`src/ppj_pkg.sv`:
```
`default_nettype none
package ppj_pkg;

  typedef enum logic [1:0] {
    ST_STORED  = 2'd0,
    ST_DROPPED = 2'd1,
    ST_READ    = 2'd2,
    ST_OUTSIDE = 2'd3
  } status_e;

  typedef enum logic [2:0] {
    CFG_FOCAL_X = 3'd0,
    CFG_FOCAL_Y = 3'd1,
    CFG_PRINC_X = 3'd2,
    CFG_PRINC_Y = 3'd3,
    CFG_WIDTH   = 3'd4,
    CFG_HEIGHT  = 3'd5
  } cfg_idx_e;

  localparam int CFG_IDX_W  = 3;
  localparam int CFG_DATA_W = 24;

  localparam logic [23:0] FOCAL_X_RST = 24'd2048000;
  localparam logic [23:0] FOCAL_Y_RST = 24'd2048000;
  localparam logic [23:0] PRINC_X_RST = 24'd1310720;
  localparam logic [23:0] PRINC_Y_RST = 24'd983040;
  localparam logic [10:0] WIDTH_RST   = 11'd640;
  localparam logic [10:0] HEIGHT_RST  = 11'd480;

  localparam logic [31:0] DEPTH_EMPTY = 32'h7FFF_FFFF;

  // working width of the divider: numerator magnitude stays below 2^57
  localparam int REM_W = 58;
  localparam int CAM_FRAC = 12;

  typedef struct packed {
    logic               opcode;
    logic signed [31:0] point_x;
    logic signed [31:0] point_y;
    logic signed [31:0] point_z;
    logic [9:0]         read_col;
    logic [9:0]         read_row;
  } req_t;

  typedef struct packed {
    logic [1:0]         status;
    logic [9:0]         pixel_col;
    logic [9:0]         pixel_row;
    logic signed [31:0] depth_out;
    logic               pixel_written;
  } res_t;

  typedef struct packed {
    logic capture;
    logic mul;
    logic div_init;
    logic div_step;
    logic latch;
    logic axis;
    logic mem_rd;
    logic fin;
    logic clr;
  } cmd_t;

  typedef struct packed {
    logic is_read;
    logic z_zero;
    logic in_frame;
    logic div_last;
    logic clr_last;
  } sts_t;

endpackage
`default_nettype wire

```
`src/ppj_ctrl.sv`:
```
`default_nettype none
module ppj_ctrl (
  input  wire logic          clk_i,
  input  wire logic          rst_ni,
  input  wire logic          start_i,
  output logic               busy_o,
  output logic               res_valid_o,
  output ppj_pkg::cmd_t      cmd_o,
  input  wire ppj_pkg::sts_t sts_i
);
  typedef enum logic [8:0] {
    S_CLEAR = 9'b000000001,
    S_IDLE  = 9'b000000010,
    S_CHECK = 9'b000000100,
    S_MUL   = 9'b000001000,
    S_DINIT = 9'b000010000,
    S_DIV   = 9'b000100000,
    S_LATCH = 9'b001000000,
    S_RD    = 9'b010000000,
    S_FIN   = 9'b100000000
  } state_e;

  state_e state_q, state_d;
  logic   axis_q, axis_d;
  logic   res_valid_q, res_valid_d;

  always_comb begin
    state_d     = state_q;
    axis_d      = axis_q;
    res_valid_d = 1'b0;
    cmd_o       = '0;
    cmd_o.axis  = axis_q;
    unique case (state_q)
      S_CLEAR: begin
        cmd_o.clr = 1'b1;
        if (sts_i.clr_last) state_d = S_IDLE;
      end
      S_IDLE: begin
        if (start_i) begin
          cmd_o.capture = 1'b1;
          state_d       = S_CHECK;
        end
      end
      S_CHECK: begin
        axis_d = 1'b0;
        if (sts_i.is_read) begin
          state_d = sts_i.in_frame ? S_RD : S_FIN;
        end else begin
          state_d = sts_i.z_zero ? S_FIN : S_MUL;
        end
      end
      S_MUL: begin
        cmd_o.mul = 1'b1;
        state_d   = S_DINIT;
      end
      S_DINIT: begin
        cmd_o.div_init = 1'b1;
        state_d        = S_DIV;
      end
      S_DIV: begin
        cmd_o.div_step = 1'b1;
        if (sts_i.div_last) state_d = S_LATCH;
      end
      S_LATCH: begin
        cmd_o.latch = 1'b1;
        axis_d      = 1'b1;
        state_d     = axis_q ? S_RD : S_MUL;
      end
      S_RD: begin
        cmd_o.mem_rd = 1'b1;
        state_d      = S_FIN;
      end
      S_FIN: begin
        cmd_o.fin   = 1'b1;
        res_valid_d = 1'b1;
        state_d     = S_IDLE;
      end
      default: state_d = S_IDLE;
    endcase
  end

  always_ff @(posedge clk_i or negedge rst_ni) begin
    if (!rst_ni) begin
      state_q     <= S_CLEAR;
      axis_q      <= 1'b0;
      res_valid_q <= 1'b0;
    end else begin
      state_q     <= state_d;
      axis_q      <= axis_d;
      res_valid_q <= res_valid_d;
    end
  end

  assign busy_o      = (state_q != S_IDLE);
  assign res_valid_o = res_valid_q;
endmodule
`default_nettype wire

```
`config.mk`:
```
export PLATFORM = sky130hd
export DESIGN_NAME = ppj_ctrl
export DESIGN_NICKNAME = d
export VERILOG_FILES = /design/src/ppj_pkg.sv /design/src/ppj_ctrl.sv
export SDC_FILE = /design/constraint.sdc
export NUM_CORES = 1
export LEC_CHECK = 0
export BUFFER_PORTS_ARGS = -buffer_cell sky130_fd_sc_hd__buf_2
export CAP_MARGIN = 0
export CORE_ASPECT_RATIO = 0.8
export CORE_MARGIN = 1.5
export CORE_UTILIZATION = 28
export CTS_BUF_LIST = sky130_fd_sc_hd__clkbuf_8
export DETAILED_ROUTE_END_ITERATION = 10
export GPL_ROUTABILITY_DRIVEN = 0
export GPL_TIMING_DRIVEN = 0
export PLACE_DENSITY_LB_ADDON = 0.3
export SLEW_MARGIN = 20
export SYNTH_ARGS = -nofsm -noshare
export SYNTH_HDL_FRONTEND = slang
export SYNTH_SLANG_ARGS = --single-unit
```
`constraint.sdc`:
```
create_clock -name clk_i -period 4.35 [get_ports clk_i]
set_clock_uncertainty 0.15 [all_clocks]
set_input_delay 0.87 -clock clk_i [delete_from_list [all_inputs] [get_ports clk_i]]
set_output_delay 0.87 -clock clk_i [all_outputs]
set_load 0.05 [all_outputs]
```
Word level (Yosys, flattened, before mapping):

Index checks and enable logic that the tools add are counted.

* register bits: 11
* input bits: 8
* output and inout bits: 11

* equal/unequal tests: 13
* muxes and demuxes: 18
* reduce and logical (&&, ||, !) cells: 2

Operator list (count)
* $pmux 9 s8: 1
* $mux 9: 6
* $eq 9x1->1 const B: 1
* $eq 9x2->1 const B: 1
* $eq 9x3->1 const B: 1
* $eq 9x4->1 const B: 1
* $eq 9x5->1 const B: 1
* $eq 9x6->1 const B: 1
* $eq 9x7->1 const B: 1
* $eq 9x8->1 const B: 1
* $eq 9x9->1 const B: 1
* $mux 1: 9
* $ne 9x2->1 const B: 1
* $mux 8: 1
* $ne 2x2->1 const B: 3
* $reduce_and 3->1: 1
* $pmux 1 s2: 1
* $reduce_bool 2->1: 1

Depth between registers and ports, before layout:

Gate-level depths: netlist (run 1).

* depth in word-level cells: 3
* gate-level depth with buffers: 6
* mapped depth without buffers: 5

Least setup slack after synthesis (run 1):

OpenSTA, ideal clock, no wires.

* kind: flip-flop to output port
* start: register state_q[6]
* end: output port cmd_o[7] (netlist name)
* arrival time: 2.472 ns
* data required time: 3.330 ns
* slack: 0.858 ns
* stages on the path, launching flop included: 4
* cells stage by stage: dfrtp_1 > nor3_4 > nand2_1 > nor4b_1

RTL lines
* from (decl): line ppj_ctrl.sv:23 `state_e state_q, state_d;`
* from (signal assigned): line ppj_ctrl.sv:88 `state_q <= state_d;`
* to (decl): line ppj_ctrl.sv:8 `output ppj_pkg::cmd_t cmd_o,`

Final worst setup path (run 1):

* start: register state_q[1]
* end: output port cmd_o[1] (netlist name)

* longest elaborated chain between the ends: 2

Ends and longest elaborated chain
* $eq 9x9->1
* $mux 1

No other way between the ends.

==> summary.md, run 1 <==
| Metric | Value |
|---|---|
| Leak pwr | `0.4489 nW` |
| DRC | `0` |
| R2R Path Start | `state_q[1]$_DFFE_PN0P_` |
| Final worst-path cycle share | `67.83%` |
| Kind of critical path | `reg -> out` |
| Skew-Pair Late Insertion Delay | `0.23 ns` |
| Clock Sinks | `11` |
| Clock Tree Root | `clkbuf_8` |
| Initial antenna violation count | `0` |
| RSZ-0062 raised after global routing | `no` |
| Die footprint | `2799 µm²` |
| R2r setup slk | `2.68 ns` |
| Global-route wire length before repair | `2511 µm` |
| Syn_area_per_cell | `10.25 µm²` |
| Pwr dens | `541.0 nW/µm²` |
| Syn Inst Count | `68` |
| Total grt overflow | `0` |
| Hold buffer count at cts | `0` |
| Core area | `2252 µm²` |
| Worst hold slack | `0.3478 ns` |
| Arrival @ worst endpoint | `1.93 ns` |
| Warning count from the yosys run | `0` |
| Clock buffer count from CTS | `3` |
| R2R Path End | `state_q[1]$_DFFE_PN0P_` |
| H-tree depth | `1` |
| Post-detail-place hpwl | `1099 µm` |
| Top routing layer in use | `met3` |
| Gr usage total | `12.62%` |
| Post-CTS Setup Inserts | `0` |
| Fin cells | `115` |
| Ant diodes | `0` |
| Initial Util | `30.94%` |
| Top cells by area, synth | `dfrtp_1 36%, nor4_4 6.1%, nand2_1 4.8%` |
| Crit start category | `flip-flop` |
| Crit path max fanout | `9` |
| Post-Place Worst Slack | `1.655 ns` |
| I/O pins | `19` |
| Hold Path Class | `in -> async` |
| Slew Limit Headroom | `74.08%` |
| Worst-case reg-to-reg path depth | `5` |
| Fmax | `0.3389 GHz` |
| Max-cap violations | `0` |
| CTS tree | `yes` |
| Setup ws final | `1.399 ns` |
| DRT Wirelength | `1498 µm` |
| Synth-to-Final Area Change | `23.88%` |
| Number of synthesized flops with an enable pin | `0` |
| CP endpoint kind | `output port` |
| Worst slew pin tran | `0.3889 ns` |
| Setup TNS Final | `0 ns` |
| DRT iter0 DRCs | `22` |
| Total Nets Final | `99` |
| Mapped cell area | `696.9 µm²` |
| Inst Count DP | `111` |
| Detail Route Antenna Nets | `0` |
| First drt pass iteration count | `6` |
| DIE HEIGHT | `47.62 µm` |
| Site Rows | `15` |
| Syn Nets | `76` |
| Period minus WS final | `2.951 ns` |
| Post-synthesis register bit count | `11` |
| Max Buffers Root-to-Sink | `2` |
| Chip Width | `58.78 µm` |
| Vias | `605` |
| Top cell type's share of synthesized area | `35.91%` |
| Fill cells | `238` |
| Drt wl/cell | `13.03 µm` |
| Status | `complete, no violations` |
| Vias in the first global route | `513` |
| Fraction of layout cells with a size suffix above 1 | `41.11%` |
| Met2 WL | `653 µm` |
| Final hold vios | `0` |
| Synth cell types | `32` |
| Met3 WL post-DR | `77 µm` |
| Vias per Instance | `5.261` |
| Largest net degree at the start of global routing | `12` |
| Ys async rst share | `100.0%` |
| Cts repair resizes | `0` |
| M1 WL | `767 µm` |
| Register area share after synthesis | `39.68%` |
| Worst VDD drop | `0.1153 mV` |
| Ys flop type | `dfrtp_1` |
| Final setup fails | `0` |
| Worst Path Required | `3.33 ns` |
| Port Buffers | `18` |
| Clock transition at path regs | `0.05 ns` |
| Yosys top cell by area | `dfrtp_1` |
| Max-slew violations | `0` |
-- logic make-up (layout without fill, tap and decap cells) --
group,after synthesis,after routing,share of synthesized area (%)
and+or+nand+nor,38,38,40.04
AOI/OAI and AO/OA,10,10,11.85
buffers and inverters,8,30,7.180
DFF,11,11,39.68
xor gates and xnor gates,1,1,1.257
-- metrics by stage --
stage                     util, %  power, mW  area [µm²]
after global placement      36.33     0.3664       818.3
after detailed placement    36.33     0.3680       818.3
final                       38.33     0.4670       863.3
after floorplan                 -     0.3249       696.9
after CTS                   38.33     0.4698       863.3
after global routing        38.33     0.4992       863.3
-- synth_stat cells, drive strengths merged, types with 3 or more instances --
master / n
buf: 5
nand4: 4
and3: 3
nor3: 5
nand2: 9
nor3b: 3
inv: 3
nor4: 3
dfrtp: 10
o21ai: 3
nor4b: 3
-- routing by layer --
layer / vias up / track usage, %
met5: - / 0
met4: 0 / 5.455
met3: 0 / 4.865
met2: 16 / 17.11
met1: 291 / 17.79
li1: 298 / -
-- critical path, stage by stage, from the launching register on --
cell and delay, ns:
dfrtp_1 0.35, buf_2 0.18, nor3_4 0.27, nand2_1 0.15
nor4b_1 0.34, buf_4 0.17, buf_2 0.25
-- report_power, final --
group	total (mW)	internal (mW)	switching, mW
logic	0.240	0.0906	0.149
clock network	0.0981	0.0618	0.0363
registers	0.129	0.116	0.0130
total	0.467	0.269	0.198
-- worst max path at each step --
stage	startpoint	to	cells past startpoint
2_1_floorplan	state_q[6]$_DFFE_PN0P_	cmd_o[7]	3
3_5_place_dp	state_q[6]$_DFFE_PN0P_	cmd_o[1]	5
4_1_cts	state_q[1]$_DFFE_PN0P_	cmd_o[1]	6
3_3_place_gp	state_q[1]$_DFFE_PN0P_	cmd_o[1]	6
6_report	state_q[1]$_DFFE_PN0P_	cmd_o[1]	6
5_1_grt	state_q[1]$_DFFE_PN0P_	cmd_o[1]	6
-- placed cells by master, fill, tap and decap left out --
cell	Yosys	routed
nand4b_2	1	1
o21bai_1	1	1
a311oi_2	1	1
dfrtp_1	10	10
and2_1	1	1
and3_2	1	1
and2_2	1	1
a21oi_1	1	1
nor2b_1	1	1
o2bb2ai_1	1	1
clkbuf_8	0	3
nor4_4	2	2
buf_4	3	3
nor2_1	2	2
nand3_1	1	1
o211ai_1	2	2
and3b_1	1	1
o32ai_2	1	1
nor4b_1	3	3
inv_1	3	4
xor2_1	1	1
buf_2	1	19
nor3_2	2	2
buf_6	1	1
nand2_1	9	9
and3_1	2	2
dfstp_2	1	1
nand4_1	4	4
nor4_1	1	1
nor3b_1	3	3
o21ai_0	3	3
nor3_1	2	2
nor3_4	1	1
-- area by class of cell --
type	instances	area [µm²]	share of cell area (%)
clock inverter	1	3.754	0.4348
buffer	5	38.79	4.493
timing repair buffer	18	90.09	10.43
inverter	3	11.26	1.304
multi-input combinational	49	370.4	42.90
tap	25	31.28	3.623
sequential	11	276.5	32.03
clock buffer	3	41.29	4.783
-- sequential cells by signal, indices dropped and copies added (netlist names) --
signal	count
axis_q	1
state_q	9
res_valid_o	1
(Power assumes the default switching activity.)
==> run 2: changes to the inputs <==
==> constraint.sdc (replaced) <==
create_clock -name clk_i -period 2.6 [get_ports clk_i]
set_clock_uncertainty 0.15 [all_clocks]
set_input_delay 0.52 -clock clk_i [delete_from_list [all_inputs] [get_ports clk_i]]
set_output_delay 0.52 -clock clk_i [all_outputs]
set_load 0.05 [all_outputs]
==> run 2 against run 1 <==
  * The run now ends with hold timing left
  * Critical path type unchanged
  * Register-to-register slack lost 1.7 ns
  * Critical endpoint unchanged
  * Sequential cell count unchanged
  * Highest routed layer unchanged
  * Cell area is 4.6% higher
  * Die area stayed put
  * Critical path depth decreased by 1
==> summary.md, run 2 (same netlist as run 1, synthesis figures left out) <==
| Metric | Value |
|---|---|
| Chip Width | `58.78 µm` |
| Vias in the first global route | `529` |
| CP endpoint kind | `output port` |
| Clock Sinks | `11` |
| Sw Pwr | `0.3385 mW` |
| Tot Pwr | `0.8059 mW` |
| Final worst-path cycle share | `95.96%` |
| Final core utilization | `40.11%` |
| Multi-input logic area | `387.9 µm²` |
| CP peak stage delay | `0.51 ns` |
| Final setup fails | `0` |
| Drt wl/cell | `12.70 µm` |
| Worst VDD drop | `0.2307 mV` |
| Final hold vios | `10` |
| Clock buffer count from CTS | `3` |
| Global-route wire length before repair | `2566 µm` |
| Largest net degree at the start of global routing | `12` |
| Crit path max fanout | `7` |
| Initial Util | `30.94%` |
| Fmax | `0.4008 GHz` |
| Leak pwr | `0.4651 nW` |
| Most flops, register | `state_q` |
| Max-cap violations | `0` |
| Detail Route Antenna Nets | `0` |
| Worst Path Required | `1.93 ns` |
| Port Buffers | `18` |
| Die footprint | `2799 µm²` |
| First drt pass iteration count | `4` |
| Clock transition at path regs | `0.05 ns` |
| Max-slew violations | `0` |
| DRC | `0` |
| Total grt overflow | `0` |
| I/O pins | `19` |
| DRT iter0 DRCs | `24` |
| Gr usage total | `12.56%` |
| CP max-delay cell | `dfrtp_1` |
| Clock Tree Root | `clkbuf_8` |
| Worst slew pin tran | `0.3905 ns` |
| Critical Path, Cell by Cell | `nor3_2 > nand2_1 > nor4b_2 > buf_4 > buf_2` |
| Crit start category | `flip-flop` |
| Max Buffers Root-to-Sink | `2` |
| Core area | `2252 µm²` |
| Pwr dens | `892.1 nW/µm²` |
| Slew Limit Headroom | `73.97%` |
| Hold buffer count at cts | `0` |
| Most common library cell in the layout ignoring fill and taps | `buf_2` |
| Fraction of layout cells with a size suffix above 1 | `46.24%` |
| Max FFs per register | `9` |
| Total Nets Final | `102` |
| Worst-case reg-to-reg path depth | `6` |
| Period minus WS final | `2.495 ns` |
| Arrival @ worst endpoint | `1.82 ns` |
| DRT Wirelength | `1499 µm` |
| Ant diodes | `0` |
| Vias | `600` |
| Comb power frac | `52.3%` |
| Most frequent cells in the layout | `19 x buf_2, 10 x dfrtp_1, 9 x nand2_1` |
| Synth-to-Final Area Change | `29.62%` |
| Post-detail-place hpwl | `1106 µm` |
| Status | `finished with violations` |
| Skew-Pair Late Insertion Delay | `0.24 ns` |
| Failing checks | `hold timing` |
| Hold Path Class | `in -> async` |
| Seq pwr share | `27.1%` |
| Initial antenna violation count | `0` |
| Register area | `276.5 µm²` |
| H-tree depth | `1` |
| Fill cells | `243` |
| Clock Power Share | `20.6%` |
| DIE HEIGHT | `47.62 µm` |
| Worst hold slack | `-0.01085 ns` |
| Vias per Instance | `5.085` |
| Site Rows | `15` |
| CTS tree | `yes` |
| Net Sw Frac | `42.01%` |
| Kind of critical path | `reg -> out` |
| Int Power | `0.4673 mW` |
## run 2: path summary, 6_finish.rpt
| check | start | to | slack (ns) |
|---|---|---|---|
| hold reg to reg | axis_q$_DFFE_PN0P_ | state_q[3]$_DFFE_PN0P_ | 0.37 |
| setup / recovery | state_q[4]$_DFFE_PN0P_ | cmd_o[1] | 0.11 |
| setup reg to reg | state_q[1]$_DFFE_PN0P_ | state_q[1]$_DFFE_PN0P_ | 0.95 |
| hold / removal | rst_ni | state_q[2]$_DFFE_PN0P_ | -0.01 |
| max in group asynchronous | rst_ni | state_q[0]$_DFFE_PN1P_ | 2.05 |
| min in group clk_i | sts_i[3] | state_q[3]$_DFFE_PN0P_ | 0.35 |
## run 2: repair_timing
item                                    4_1_cts  5_1_grt
pin swaps                                     1        1
buffers inserted                              1        2
resized for setup                             1        1
endpoints found under the setup margin        1        2
## run 2: per-layer routing
| layer | vias up | track usage (%) | share of wire, % |
|---|---|---|---|
| met2 | 12 | 18.89 | 46 |
| li1 | 300 | - | - |
| met1 | 288 | 17.27 | 49 |
| met5 | - | 0 | 0 |
| met3 | 0 | 4.054 | 4.9 |
| met4 | 0 | 4.091 | 0 |
## run 2: power groups by stage
stage                     Clock [mW]  Combinational (mW)  Sequential, mW
final                          0.166               0.421           0.219
after global routing           0.179               0.461           0.223
after CTS                      0.169               0.422           0.218
after detailed placement           0               0.400           0.220
after global placement             0               0.397           0.220
after floorplan                    0               0.326           0.222
## run 2: stage by stage
step	setup TNS, ns	hold slack [ns]	setup WS, ns	instance area, µm²	instances
floorplan	0	0.07441	0.1417	703.2	68
global placement	0	0.2529	0.2395	824.5	111
detailed placement	0	0.2535	0.2326	824.5	111
CTS	0	0.0004163	0.09298	883.3	116
global route	-0.007973	0.009357	-0.007973	903.4	118
finish	0	-0.01085	0.1051	903.4	118
## run 2: cell type report
type	count	area share [%]
inverter	3	1.247
clock inverter	1	0.4155
buffer	5	4.294
clock buffer	3	4.571
tap	25	3.463
sequential	11	30.61
timing repair buffer	21	12.47
multi-input combinational	49	42.94
## run 2: critical path, delay by kind of cell, from the launching register on
family,cells,cell delay (ns)
flops,1,0.51
simple gates,3,0.68
buf+inv,2,0.40
